### config.mk
export PLATFORM = sky130hd
export DESIGN_NAME = dual_hbridge_ramped_drive_core_flat
export DESIGN_NICKNAME = d
export VERILOG_FILES = /design/src/sv/hbr_pkg.sv /design/src/sv/hbr_ifs.sv /design/src/sv/hbr_csr.sv /design/src/sv/hbr_axis.sv /design/src/sv/dual_hbridge_ramped_drive_core.sv /design/src/flat_wrapper.sv
export SDC_FILE = /design/constraint.sdc
export NUM_CORES = 1
export LEC_CHECK = 0
export BUFFER_PORTS_ARGS = -buffer_cell sky130_fd_sc_hd__buf_2
export CORE_ASPECT_RATIO = 0.75
export CORE_UTILIZATION = 45
export DETAILED_ROUTE_END_ITERATION = 16
export PLACE_DENSITY = 0.63
export SLEW_MARGIN = 20
export SYNTH_ARGS = -nofsm -noshare
export SYNTH_HDL_FRONTEND = slang
export SYNTH_HIERARCHICAL = 1
export SYNTH_SLANG_ARGS = --single-unit
### constraint.sdc
create_clock -name clock -period 31.8 [get_ports clock]
set_input_delay 1.59 -clock clock [delete_from_list [all_inputs] [get_ports clock]]
set_output_delay 1.59 -clock clock [all_outputs]
set_load 0.02 [all_outputs]
### src/sv/hbr_pkg.sv
// Shared types and constants of the dual H-bridge ramped drive.
// No dependencies; RTL files but hbr_chk use scoped names, the bench imports it.
`default_nettype none

package hbr_pkg;

   localparam int DUTY_W   = 10;
   localparam int FRAC_W   = 17;
   localparam int GOAL_W   = 16;
   localparam int CSR_AW   = 3;
   localparam int CSR_DW   = 32;
   localparam int Q_SHIFT  = 16;
   localparam int ROUND_BIAS = 65535;

   localparam logic [FRAC_W-1:0] FRAC_RESET = 17'h10000;

   typedef enum logic [1:0] {
      OP_SET_GOALS = 2'd0,
      OP_SNAP      = 2'd1,
      OP_RAMP      = 2'd2,
      OP_BRAKE     = 2'd3
   } op_type;

   typedef enum logic {
      REG_DRIVE_LIMIT   = 1'b0,
      REG_RAMP_FRACTION = 1'b1
   } reg_type;

   typedef struct packed {
      logic [DUTY_W-1:0] drive_limit;
      logic [FRAC_W-1:0] ramp_fraction;
   } cfg_type;

endpackage

`default_nettype wire

### src/sv/hbr_ifs.sv
// Item channel interfaces of the dual H-bridge ramped drive: command in, duties out.
// Depends on hbr_pkg for field widths.
`default_nettype none

interface hbr_req_if;
   logic                               valid;
   logic                               ready;
   logic [1:0]                         operation;
   logic signed [hbr_pkg::GOAL_W-1:0]  goal_one;
   logic signed [hbr_pkg::GOAL_W-1:0]  goal_two;

   modport source (output valid, output operation, output goal_one, output goal_two,
                   input ready);
   modport sink   (input valid, input operation, input goal_one, input goal_two,
                   output ready);
endinterface

interface hbr_rsp_if;
   logic                        valid;
   logic                        ready;
   logic [hbr_pkg::DUTY_W-1:0]  duty_one_reverse;
   logic [hbr_pkg::DUTY_W-1:0]  duty_one_forward;
   logic [hbr_pkg::DUTY_W-1:0]  duty_two_reverse;
   logic [hbr_pkg::DUTY_W-1:0]  duty_two_forward;

   modport source (output valid, output duty_one_reverse, output duty_one_forward,
                   output duty_two_reverse, output duty_two_forward, input ready);
   modport sink   (input valid, input duty_one_reverse, input duty_one_forward,
                   input duty_two_reverse, input duty_two_forward, output ready);
endinterface

`default_nettype wire

### src/sv/hbr_csr.sv
// Configuration registers (drive limit, ramp fraction) behind an APB-style port.
// Depends on hbr_pkg.
`default_nettype none

module hbr_csr #(
   parameter int FULL_SCALE = 1023
) (
   input  wire logic                          clock,
   input  wire logic                          reset,
   input  wire logic                          psel,
   input  wire logic                          penable,
   input  wire logic                          pwrite,
   input  wire logic [hbr_pkg::CSR_AW-1:0]    paddr,
   input  wire logic [hbr_pkg::CSR_DW-1:0]    pwdata,
   output logic [hbr_pkg::CSR_DW-1:0]         prdata,
   output hbr_pkg::cfg_type                   cfg
);

   localparam int LIM_MAX = (FULL_SCALE > 1023) ? 1023 : FULL_SCALE;
   localparam logic [hbr_pkg::DUTY_W-1:0] LIM_RESET = hbr_pkg::DUTY_W'(LIM_MAX);

   logic [hbr_pkg::DUTY_W-1:0] limit_ff, limit_in;
   logic [hbr_pkg::FRAC_W-1:0] frac_ff, frac_in;
   logic [hbr_pkg::DUTY_W-1:0] wr_limit;
   logic                       wr_en;
   hbr_pkg::reg_type           sel;

   always_comb begin
      sel      = hbr_pkg::reg_type'(paddr[2]);
      wr_en    = psel && penable && pwrite;
      wr_limit = pwdata[hbr_pkg::DUTY_W-1:0];
      limit_in = limit_ff;
      frac_in  = frac_ff;
      if (wr_en) begin
         unique case (sel)
            hbr_pkg::REG_DRIVE_LIMIT: begin
               limit_in = (wr_limit > LIM_RESET) ? LIM_RESET : wr_limit;
            end
            hbr_pkg::REG_RAMP_FRACTION: begin
               frac_in = pwdata[hbr_pkg::FRAC_W-1:0];
            end
         endcase
      end
   end

   always_ff @(posedge clock) begin
      if (reset) begin
         limit_ff <= LIM_RESET;
         frac_ff  <= hbr_pkg::FRAC_RESET;
      end else begin
         limit_ff <= limit_in;
         frac_ff  <= frac_in;
      end
   end

   always_comb begin
      unique case (sel)
         hbr_pkg::REG_DRIVE_LIMIT:   prdata = hbr_pkg::CSR_DW'(limit_ff);
         hbr_pkg::REG_RAMP_FRACTION: prdata = hbr_pkg::CSR_DW'(frac_ff);
      endcase
   end

   assign cfg.drive_limit   = limit_ff;
   assign cfg.ramp_fraction = frac_ff;

endmodule

`default_nettype wire

### src/sv/hbr_axis.sv
// One motor: goal and level registers, snap/ramp update with clamp, leg duty mapping.
// Depends on hbr_pkg.
`default_nettype none

module hbr_axis #(
   parameter int FULL_SCALE = 1023
) (
   input  wire logic                                clock,
   input  wire logic                                reset,
   input  wire logic                                step_en,
   input  wire hbr_pkg::op_type                     op,
   input  wire logic signed [hbr_pkg::GOAL_W-1:0]   goal,
   input  wire hbr_pkg::cfg_type                    cfg,
   input  wire logic                                braked,
   output logic [hbr_pkg::DUTY_W-1:0]               duty_rev,
   output logic [hbr_pkg::DUTY_W-1:0]               duty_fwd
);

   localparam int LW = $clog2(FULL_SCALE + 1) + 1;
   localparam int GW = ((LW > hbr_pkg::GOAL_W) ? LW : hbr_pkg::GOAL_W) + 1;
   localparam int PW = LW + hbr_pkg::FRAC_W + 2;
   localparam int SW = PW - hbr_pkg::Q_SHIFT + 1;
   localparam int MW = ((LW - 1) > hbr_pkg::DUTY_W) ? (LW - 1) : hbr_pkg::DUTY_W;
   localparam logic [hbr_pkg::DUTY_W-1:0] FS_DUTY = hbr_pkg::DUTY_W'(FULL_SCALE);

   logic signed [LW-1:0] target_ff, target_in;
   logic signed [LW-1:0] level_ff, level_in;
   logic signed [GW-1:0] goal_x, fs_g;
   logic signed [PW-1:0] diff_x, frac_x, prod, biased;
   logic signed [SW-1:0] step_x, sum_x, fs_s;
   logic        [LW-1:0] level_abs;
   logic        [MW-1:0] mag_x, lim_x, drive;

   always_comb begin
      goal_x = GW'(goal);
      fs_g   = GW'(FULL_SCALE);
      priority if (goal_x > fs_g) begin
         target_in = LW'(fs_g);
      end else if (goal_x < -fs_g) begin
         target_in = LW'(-fs_g);
      end else begin
         target_in = LW'(goal_x);
      end
      if (op != hbr_pkg::OP_SET_GOALS) begin
         target_in = target_ff;
      end
   end

   // step = ceil(diff * frac / 2^16), exact for either sign
   always_comb begin
      diff_x = PW'(target_ff) - PW'(level_ff);
      frac_x = PW'({1'b0, cfg.ramp_fraction});
      prod   = diff_x * frac_x;
      biased = prod + PW'(hbr_pkg::ROUND_BIAS);
      step_x = SW'(biased >>> hbr_pkg::Q_SHIFT);
      sum_x  = SW'(level_ff) + step_x;
      fs_s   = SW'(FULL_SCALE);
   end

   always_comb begin
      unique case (op)
         hbr_pkg::OP_SNAP: level_in = target_ff;
         hbr_pkg::OP_RAMP: begin
            priority if (sum_x > fs_s) begin
               level_in = LW'(fs_s);
            end else if (sum_x < -fs_s) begin
               level_in = LW'(-fs_s);
            end else begin
               level_in = LW'(sum_x);
            end
         end
         hbr_pkg::OP_SET_GOALS, hbr_pkg::OP_BRAKE: level_in = level_ff;
      endcase
   end

   always_ff @(posedge clock) begin
      if (reset) begin
         target_ff <= '0;
         level_ff  <= '0;
      end else if (step_en) begin
         target_ff <= target_in;
         level_ff  <= level_in;
      end
   end

   always_comb begin
      level_abs = level_in[LW-1] ? LW'(-level_in) : LW'(level_in);
      mag_x     = MW'(level_abs[LW-2:0]);
      lim_x     = MW'(cfg.drive_limit);
      drive     = (mag_x > lim_x) ? lim_x : mag_x;
      if (braked) begin
         duty_rev = FS_DUTY;
         duty_fwd = FS_DUTY;
      end else if (level_in[LW-1]) begin
         duty_rev = drive[hbr_pkg::DUTY_W-1:0];
         duty_fwd = '0;
      end else begin
         duty_rev = '0;
         duty_fwd = drive[hbr_pkg::DUTY_W-1:0];
      end
   end

endmodule

`default_nettype wire

### src/sv/dual_hbridge_ramped_drive_core.sv
// Top level of the dual H-bridge ramped drive: input register, two motor units,
// brake flag, result register. Depends on hbr_pkg, hbr_ifs, hbr_csr, hbr_axis.
//
// Usage:
//   req_ch  : command items (operation, goal_one, goal_two), valid/ready.
//   rsp_ch  : duty items (four leg duties), valid/ready; one per snap or ramp
//             command, none for set-goals or brake toggle.
//   csr_*   : APB-style port, drive_limit at 0x0, ramp_fraction at 0x4.
// Path: an accepted item goes through the input register, the update logic and
//   the result register before its duties appear on rsp_ch.
// Throughput: one item per cycle unless rsp_ch stalls; one multiply, add and
//   clamp per motor lies between the input register and the result register.
// Reset: synchronous; clears goals, levels and brake, empties both registers,
//   drive_limit returns to min(1023, FULL_SCALE), ramp_fraction to 1.0.
// Stall: while a result waits on rsp_ch the input register holds one more
//   item, whether or not that item produces a result. req ready drops only
//   when both registers are full.
`default_nettype none

module dual_hbridge_ramped_drive_core #(
   parameter int FULL_SCALE = 1023
) (
   input  wire logic                          clock,
   input  wire logic                          reset,
   hbr_req_if.sink                            req_ch,
   hbr_rsp_if.source                          rsp_ch,
   input  wire logic                          csr_psel,
   input  wire logic                          csr_penable,
   input  wire logic                          csr_pwrite,
   input  wire logic [hbr_pkg::CSR_AW-1:0]    csr_paddr,
   input  wire logic [hbr_pkg::CSR_DW-1:0]    csr_pwdata,
   output logic [hbr_pkg::CSR_DW-1:0]         csr_prdata,
   output logic                               csr_pready
);

   hbr_pkg::cfg_type cfg;

   logic                               s1_valid_ff, s1_valid_in;
   hbr_pkg::op_type                    s1_op_ff;
   logic signed [hbr_pkg::GOAL_W-1:0]  s1_goal_one_ff, s1_goal_two_ff;
   logic                               braked_ff, braked_in;
   logic                               out_valid_ff, out_valid_in;
   logic [hbr_pkg::DUTY_W-1:0]         d1r_ff, d1f_ff, d2r_ff, d2f_ff;
   logic [hbr_pkg::DUTY_W-1:0]         d1r_in, d1f_in, d2r_in, d2f_in;
   logic                               advance, accept, emit;

   assign csr_pready = 1'b1;

   hbr_csr #(.FULL_SCALE(FULL_SCALE)) u_csr (
      .clock   (clock),
      .reset   (reset),
      .psel    (csr_psel),
      .penable (csr_penable),
      .pwrite  (csr_pwrite),
      .paddr   (csr_paddr),
      .pwdata  (csr_pwdata),
      .prdata  (csr_prdata),
      .cfg     (cfg)
   );

   always_comb begin
      advance      = s1_valid_ff && (!out_valid_ff || rsp_ch.ready);
      req_ch.ready = !s1_valid_ff || advance;
      accept       = req_ch.valid && req_ch.ready;
      emit         = (s1_op_ff == hbr_pkg::OP_SNAP) || (s1_op_ff == hbr_pkg::OP_RAMP);
      s1_valid_in  = accept || (s1_valid_ff && !advance);
      braked_in    = (advance && (s1_op_ff == hbr_pkg::OP_BRAKE)) ? !braked_ff : braked_ff;
      if (advance) begin
         out_valid_in = emit;
      end else if (rsp_ch.ready) begin
         out_valid_in = 1'b0;
      end else begin
         out_valid_in = out_valid_ff;
      end
   end

   hbr_axis #(.FULL_SCALE(FULL_SCALE)) u_axis_one (
      .clock    (clock),
      .reset    (reset),
      .step_en  (advance),
      .op       (s1_op_ff),
      .goal     (s1_goal_one_ff),
      .cfg      (cfg),
      .braked   (braked_ff),
      .duty_rev (d1r_in),
      .duty_fwd (d1f_in)
   );

   hbr_axis #(.FULL_SCALE(FULL_SCALE)) u_axis_two (
      .clock    (clock),
      .reset    (reset),
      .step_en  (advance),
      .op       (s1_op_ff),
      .goal     (s1_goal_two_ff),
      .cfg      (cfg),
      .braked   (braked_ff),
      .duty_rev (d2r_in),
      .duty_fwd (d2f_in)
   );

   always_ff @(posedge clock) begin
      if (reset) begin
         s1_valid_ff  <= 1'b0;
         out_valid_ff <= 1'b0;
         braked_ff    <= 1'b0;
      end else begin
         s1_valid_ff  <= s1_valid_in;
         out_valid_ff <= out_valid_in;
         braked_ff    <= braked_in;
      end
   end

   always_ff @(posedge clock) begin
      if (accept) begin
         s1_op_ff       <= hbr_pkg::op_type'(req_ch.operation);
         s1_goal_one_ff <= req_ch.goal_one;
         s1_goal_two_ff <= req_ch.goal_two;
      end
      if (advance && emit) begin
         d1r_ff <= d1r_in;
         d1f_ff <= d1f_in;
         d2r_ff <= d2r_in;
         d2f_ff <= d2f_in;
      end
   end

   assign rsp_ch.valid            = out_valid_ff;
   assign rsp_ch.duty_one_reverse = d1r_ff;
   assign rsp_ch.duty_one_forward = d1f_ff;
   assign rsp_ch.duty_two_reverse = d2r_ff;
   assign rsp_ch.duty_two_forward = d2f_ff;

endmodule

`default_nettype wire

### src/flat_wrapper.sv
// flat-port wrapper written by rule: the top's interface ports become plain ports
module dual_hbridge_ramped_drive_core_flat 
#(
   parameter int FULL_SCALE = 1023
)
  (clock, reset, csr_psel, csr_penable, csr_pwrite, csr_paddr, csr_pwdata, csr_prdata, csr_pready, req_ch_valid, req_ch_operation, req_ch_goal_one, req_ch_goal_two, req_ch_ready, rsp_ch_valid, rsp_ch_duty_one_reverse, rsp_ch_duty_one_forward, rsp_ch_duty_two_reverse, rsp_ch_duty_two_forward, rsp_ch_ready);
  hbr_req_if req_ch_i ();
  hbr_rsp_if rsp_ch_i ();
  input  wire logic clock;
  input  wire logic reset;
  input  wire logic csr_psel;
  input  wire logic csr_penable;
  input  wire logic csr_pwrite;
  input  wire logic [hbr_pkg::CSR_AW-1:0] csr_paddr;
  input  wire logic [hbr_pkg::CSR_DW-1:0] csr_pwdata;
  output logic [hbr_pkg::CSR_DW-1:0] csr_prdata;
  output logic csr_pready;
  input wire logic [$bits(req_ch_i.valid)-1:0] req_ch_valid;
  input wire logic [$bits(req_ch_i.operation)-1:0] req_ch_operation;
  input wire logic [$bits(req_ch_i.goal_one)-1:0] req_ch_goal_one;
  input wire logic [$bits(req_ch_i.goal_two)-1:0] req_ch_goal_two;
  output wire logic [$bits(req_ch_i.ready)-1:0] req_ch_ready;
  output wire logic [$bits(rsp_ch_i.valid)-1:0] rsp_ch_valid;
  output wire logic [$bits(rsp_ch_i.duty_one_reverse)-1:0] rsp_ch_duty_one_reverse;
  output wire logic [$bits(rsp_ch_i.duty_one_forward)-1:0] rsp_ch_duty_one_forward;
  output wire logic [$bits(rsp_ch_i.duty_two_reverse)-1:0] rsp_ch_duty_two_reverse;
  output wire logic [$bits(rsp_ch_i.duty_two_forward)-1:0] rsp_ch_duty_two_forward;
  input wire logic [$bits(rsp_ch_i.ready)-1:0] rsp_ch_ready;
  assign req_ch_i.valid = req_ch_valid;
  assign req_ch_i.operation = req_ch_operation;
  assign req_ch_i.goal_one = req_ch_goal_one;
  assign req_ch_i.goal_two = req_ch_goal_two;
  assign req_ch_ready = req_ch_i.ready;
  assign rsp_ch_valid = rsp_ch_i.valid;
  assign rsp_ch_duty_one_reverse = rsp_ch_i.duty_one_reverse;
  assign rsp_ch_duty_one_forward = rsp_ch_i.duty_one_forward;
  assign rsp_ch_duty_two_reverse = rsp_ch_i.duty_two_reverse;
  assign rsp_ch_duty_two_forward = rsp_ch_i.duty_two_forward;
  assign rsp_ch_i.ready = rsp_ch_ready;
  dual_hbridge_ramped_drive_core #(.FULL_SCALE(FULL_SCALE)) u_core (.clock(clock), .reset(reset), .req_ch(req_ch_i), .rsp_ch(rsp_ch_i), .csr_psel(csr_psel), .csr_penable(csr_penable), .csr_pwrite(csr_pwrite), .csr_paddr(csr_paddr), .csr_pwdata(csr_pwdata), .csr_prdata(csr_prdata), .csr_pready(csr_pready));
endmodule
==> metrics.log <==
[metrics] vias in the first global route: 19350
[metrics] CTS tree: yes
[metrics] Critical Path Max Stage Delay: 650 ps
[metrics] multi-input gate area in the final layout: 18620 um^2
[metrics] layout cells sized above 1: 10.15%
[metrics] maximum frequency from static timing analysis: around 0.066 GHz
[metrics] worst slew margin relative to its limit: 34.26%
[metrics] post_cts resized: 0
[metrics] count of vias placed by the detailed router: 19130
[metrics] initial standard-cell utilization of the core: a little under half
[metrics] critical path class: reg2reg
[metrics] CP required: 32100 ps
[metrics] post-detail-place hpwl: 49.60 mm
[metrics] number of buffers added by the clock tree synthesis step: 17
[metrics] number of warning messages in the yosys log: 6
[metrics] worst-case reg-to-reg path depth: 59
[metrics] Synth Instances: 2705
[metrics] sum of overflow across all layers after global routing: 0
[metrics] class of the worst hold path: reg2reg
[metrics] remaining antenna violation count: 0
[metrics] layout net count: 3459
[metrics] largest net degree at the start of global routing: between 70 and 80
[metrics] Final Routed Wirelength: 64.73 mm
[metrics] sequential share of the synthesized area: 15.15%
[metrics] status: complete, no violations
[metrics] crit path launch: u_core/u_axis_two/level_ff[1]$_SDFFE_PP0P_
[metrics] wire length of the first global-routing pass: 104.4 mm
[metrics] gr usage total: a little under a quarter
[metrics] number of port buffers: 117
[metrics] number of max-slew violations in the final report: 0
[metrics] number of cells after detailed placement: 3466
[metrics] Post-Route Setup TNS: 0 ps
[metrics] highest-count cells in the layout ignoring fill and taps: 423 x sky130_fd_sc_hd__inv_1, 320 x sky130_fd_sc_hd__fa_1, 298 x sky130_fd_sc_hd__nand2_1, 289 x sky130_fd_sc_hd__ha_1, 182 x sky130_fd_sc_hd__nor2_1
[metrics] Max clock buf depth: 2
[metrics] number of DRC markers after the initial detailed-route iteration: 1479
[metrics] final core utilization: 49.41%
[metrics] top_reg_cell synth: sky130_fd_sc_hd__edfxtp_1
[metrics] die outline height: 203.8 um
[metrics] # diodes: 0
[metrics] worst hold margin: ~490 ps
[metrics] minimum period implied by the final worst setup slack: about 15000 ps
[metrics] Hold Vio Cnt, Final: 0
[metrics] kind of capture point of the worst setup path: flip-flop
[metrics] weighted congestion reported at the end of routability-driven placement: 0.8798
[metrics] htree depth: 4
[metrics] sequential standard cell area: about 3700 um^2
[metrics] crit path max-delay cell type: sky130_fd_sc_hd__a21boi_0
[metrics] Total Die Area: 55270 um^2
[metrics] Setup Viol. Count Final: 0
[metrics] fill cell total of the finished layout: 5018
[metrics] syn avg cell area: around 9 um^2
[metrics] DRC Markers: 0
[metrics] register clock-pin slew on the reported worst setup and hold paths: around 70 ps
[metrics] flops & latches, synth: 148
[metrics] placeable core region: 53340 um^2
[metrics] routed length per placed instance: 18.50 um
[metrics] Hold Startpoint: u_core/u_csr/frac_ff[3]$_SDFFE_PP0P_
[metrics] largest cells by area after synthesis: sky130_fd_sc_hd__fa_1 26%, sky130_fd_sc_hd__ha_1 15%, sky130_fd_sc_hd__edfxtp_1 9.1%
[metrics] number of enable-type register cells in the synthesized netlist: 74
[metrics] number of top-level pins: roughly 150
[metrics] worst-margin pin slew: 984.8 ps
[metrics] final cell count without fillers: 3499
[metrics] maximum clock skew at final layout: 19.27 ps
[metrics] die boundary width: 271.1 um
[metrics] launch instance of the worst register-to-register path: u_core/u_axis_two/level_ff[1]$_SDFFE_PP0P_
[metrics] number of detailed-routing iterations run before antenna repair: 6
[metrics] unrepaired setup endpoints after global routing: no
[metrics] portion of the clock cycle consumed by the worst path in the final layout: 47.53%
[metrics] area growth from synthesis to layout: 7.816%
[metrics] Clock Sinks: between 100 and 150
[metrics] number of hold buffers added after cts: 0
[metrics] Setup crit start kind: flip-flop
[metrics] library cells used by synthesis: 109
[metrics] RR Endpoint: u_core/rsp_ch.duty_two_reverse[6]$_DFFE_PP_
[metrics] worst-case hold path end point: u_core/u_csr/frac_ff[3]$_SDFFE_PP0P_
[metrics] Critical Path Most Common Cell: sky130_fd_sc_hd__o21ai_0
[metrics] Synth area leader: sky130_fd_sc_hd__fa_1
[metrics] Worst Path Arrival: between 15000 and 20000 ps
[metrics] buffer count from post-CTS setup fixing: 0
[metrics] ys async rst share: 0%
[metrics] area of the mapped netlist: about 24000 um^2
[metrics] # Max-Cap Violations: 0
[metrics] most common library cell in the layout ignoring fill and taps: sky130_fd_sc_hd__inv_1
[metrics] number of antenna violations at the first check in global routing: 1
[metrics] clock latency on the worst-skew pair: 460 ps
[metrics] Avg Vias per Cell: 5.466
[metrics] share of the synthesized area in the top cell type: 26.21%
[metrics] clock root buffer: sky130_fd_sc_hd__clkbuf_16
[metrics] largest fanout on the critical path: 25
[metrics] Hold Path Stages: 2
[metrics] R2R Setup Slk: 16680 ps
[metrics] standard-cell row count: 73
==> through the flow <==
step,setup slack [ps],instance area (um^2)
finish,16680,26360
global placement,17280,25710
floorplan,19230,24500
CTS,16790,26340
detailed placement,16840,25710
global route,15740,26360
==> final cells by class <==
type                            instances  share of cell area [%]
Timing Repair Buffer                  161                   3.532
Clock inverter                         15                  0.7453
Tap cell                              712                   3.380
Inverter                              424                   6.039
Clock buffer                           17                   1.614
Sequential cell                       148                   14.05
Multi-Input combinational cell       2022                   70.64
==> worst max-delay path, delay by kind of cell (launching register included) <==
family | cells | cell delay [ps]
compound gates | 24 | 5590
flops | 1 | 530
fa+ha+maj | 11 | 4430
xor+xnor | 2 | 380
buf+inv | 8 | 1050
simple gates | 14 | 2970
==> cell families (layout without fill, tap and decap cells) <==
kind of cell	count (synthesis)	count (layout)	share of synthesized area [%]
AND/OR/NAND/NOR	855	855	17.29
flip-flops	148	148	15.15
XOR/XNOR	78	78	2.795
multiplexers	73	73	3.046
adder cells (fa/ha/maj)	609	609	41.00
AO/OA/AOI/OAI	391	391	11.71
buffers and inverters	549	617	8.983
other	2	16	0.03072
==> sequential cells by signal, indices dropped and copies added (netlist names) <==
signal	count
u_core/braked_ff	1
u_core/rsp_ch.valid	1
u_core/rsp_ch.duty_one_reverse	10
u_core/s1_goal_two_ff	16
u_core/u_csr/limit_ff	10
u_core/rsp_ch.duty_two_reverse	10
u_core/s1_valid_ff	1
u_core/s1_op_ff	2
u_core/rsp_ch.duty_two_forward	10
u_core/s1_goal_one_ff	16
u_core/u_axis_two/level_ff	11
u_core/u_axis_one/target_ff	11
u_core/u_csr/frac_ff	17
u_core/rsp_ch.duty_one_forward	10
u_core/u_axis_one/level_ff	11
u_core/u_axis_two/target_ff	11
==> synthesized netlist by cell type, types with 5 or more instances <==
master / instances
sky130_fd_sc_hd__a31o_2: 5
sky130_fd_sc_hd__mux2_2: 11
sky130_fd_sc_hd__nand2b_1: 54
sky130_fd_sc_hd__o211ai_1: 19
sky130_fd_sc_hd__dfxtp_1: 74
sky130_fd_sc_hd__clkbuf_1: 94
sky130_fd_sc_hd__nor2b_1: 38
sky130_fd_sc_hd__nor2_1: 183
sky130_fd_sc_hd__o21ai_1: 14
sky130_fd_sc_hd__or3_1: 9
sky130_fd_sc_hd__o32a_1: 5
sky130_fd_sc_hd__o31a_1: 8
sky130_fd_sc_hd__or4_1: 10
sky130_fd_sc_hd__inv_1: 423
sky130_fd_sc_hd__a211oi_1: 13
sky130_fd_sc_hd__a21oi_1: 85
sky130_fd_sc_hd__o21a_1: 20
sky130_fd_sc_hd__o21bai_1: 18
sky130_fd_sc_hd__nor4_1: 9
sky130_fd_sc_hd__xnor2_1: 55
sky130_fd_sc_hd__o21ai_0: 63
sky130_fd_sc_hd__nor3_1: 32
sky130_fd_sc_hd__mux2i_1: 62
sky130_fd_sc_hd__fa_1: 320
sky130_fd_sc_hd__a221oi_1: 5
sky130_fd_sc_hd__a21boi_0: 13
sky130_fd_sc_hd__and3_1: 10
sky130_fd_sc_hd__ha_1: 289
sky130_fd_sc_hd__and2_1: 123
sky130_fd_sc_hd__o31ai_1: 7
sky130_fd_sc_hd__xor2_1: 23
sky130_fd_sc_hd__edfxtp_1: 74
sky130_fd_sc_hd__buf_4: 18
sky130_fd_sc_hd__nand2_1: 298
sky130_fd_sc_hd__a21o_1: 21
sky130_fd_sc_hd__nand3_1: 18
sky130_fd_sc_hd__nand4_1: 17
sky130_fd_sc_hd__a31oi_1: 17
sky130_fd_sc_hd__a211oi_2: 7
sky130_fd_sc_hd__or2_2: 22
==> metal layers <==
metal	GRT usage [%]	vias to the layer above	routed length (um)	part of all wire (%)
li1	-	8975	-	-
met4	6.421	2	1449	2.2
met3	4.582	85	5724	8.8
met5	0	-	11	0.017
met1	35.47	9343	30280	47
met2	35.58	722	27260	42
==> worst max path at each step <==
| stage | to | slack (ps) | depth (start not counted) |
|---|---|---|---|
| CTS | u_core/rsp_ch.duty_two_reverse[8]$_DFFE_PP_ | 16790 | 59 |
| global route | u_core/rsp_ch.duty_two_reverse[8]$_DFFE_PP_ | 15740 | 59 |
| detailed placement | u_core/rsp_ch.duty_two_reverse[8]$_DFFE_PP_ | 16840 | 59 |
| finish | u_core/rsp_ch.duty_two_reverse[6]$_DFFE_PP_ | 16680 | 59 |
| floorplan | u_core/rsp_ch.duty_one_reverse[6]$_DFFE_PP_ | 19230 | 59 |
| global placement | u_core/rsp_ch.duty_two_reverse[6]$_DFFE_PP_ | 17280 | 59 |
Power is left out: the tool's default activity adds up to more than one toggle a clock period on the data nets, which glitch-free logic cannot reach.
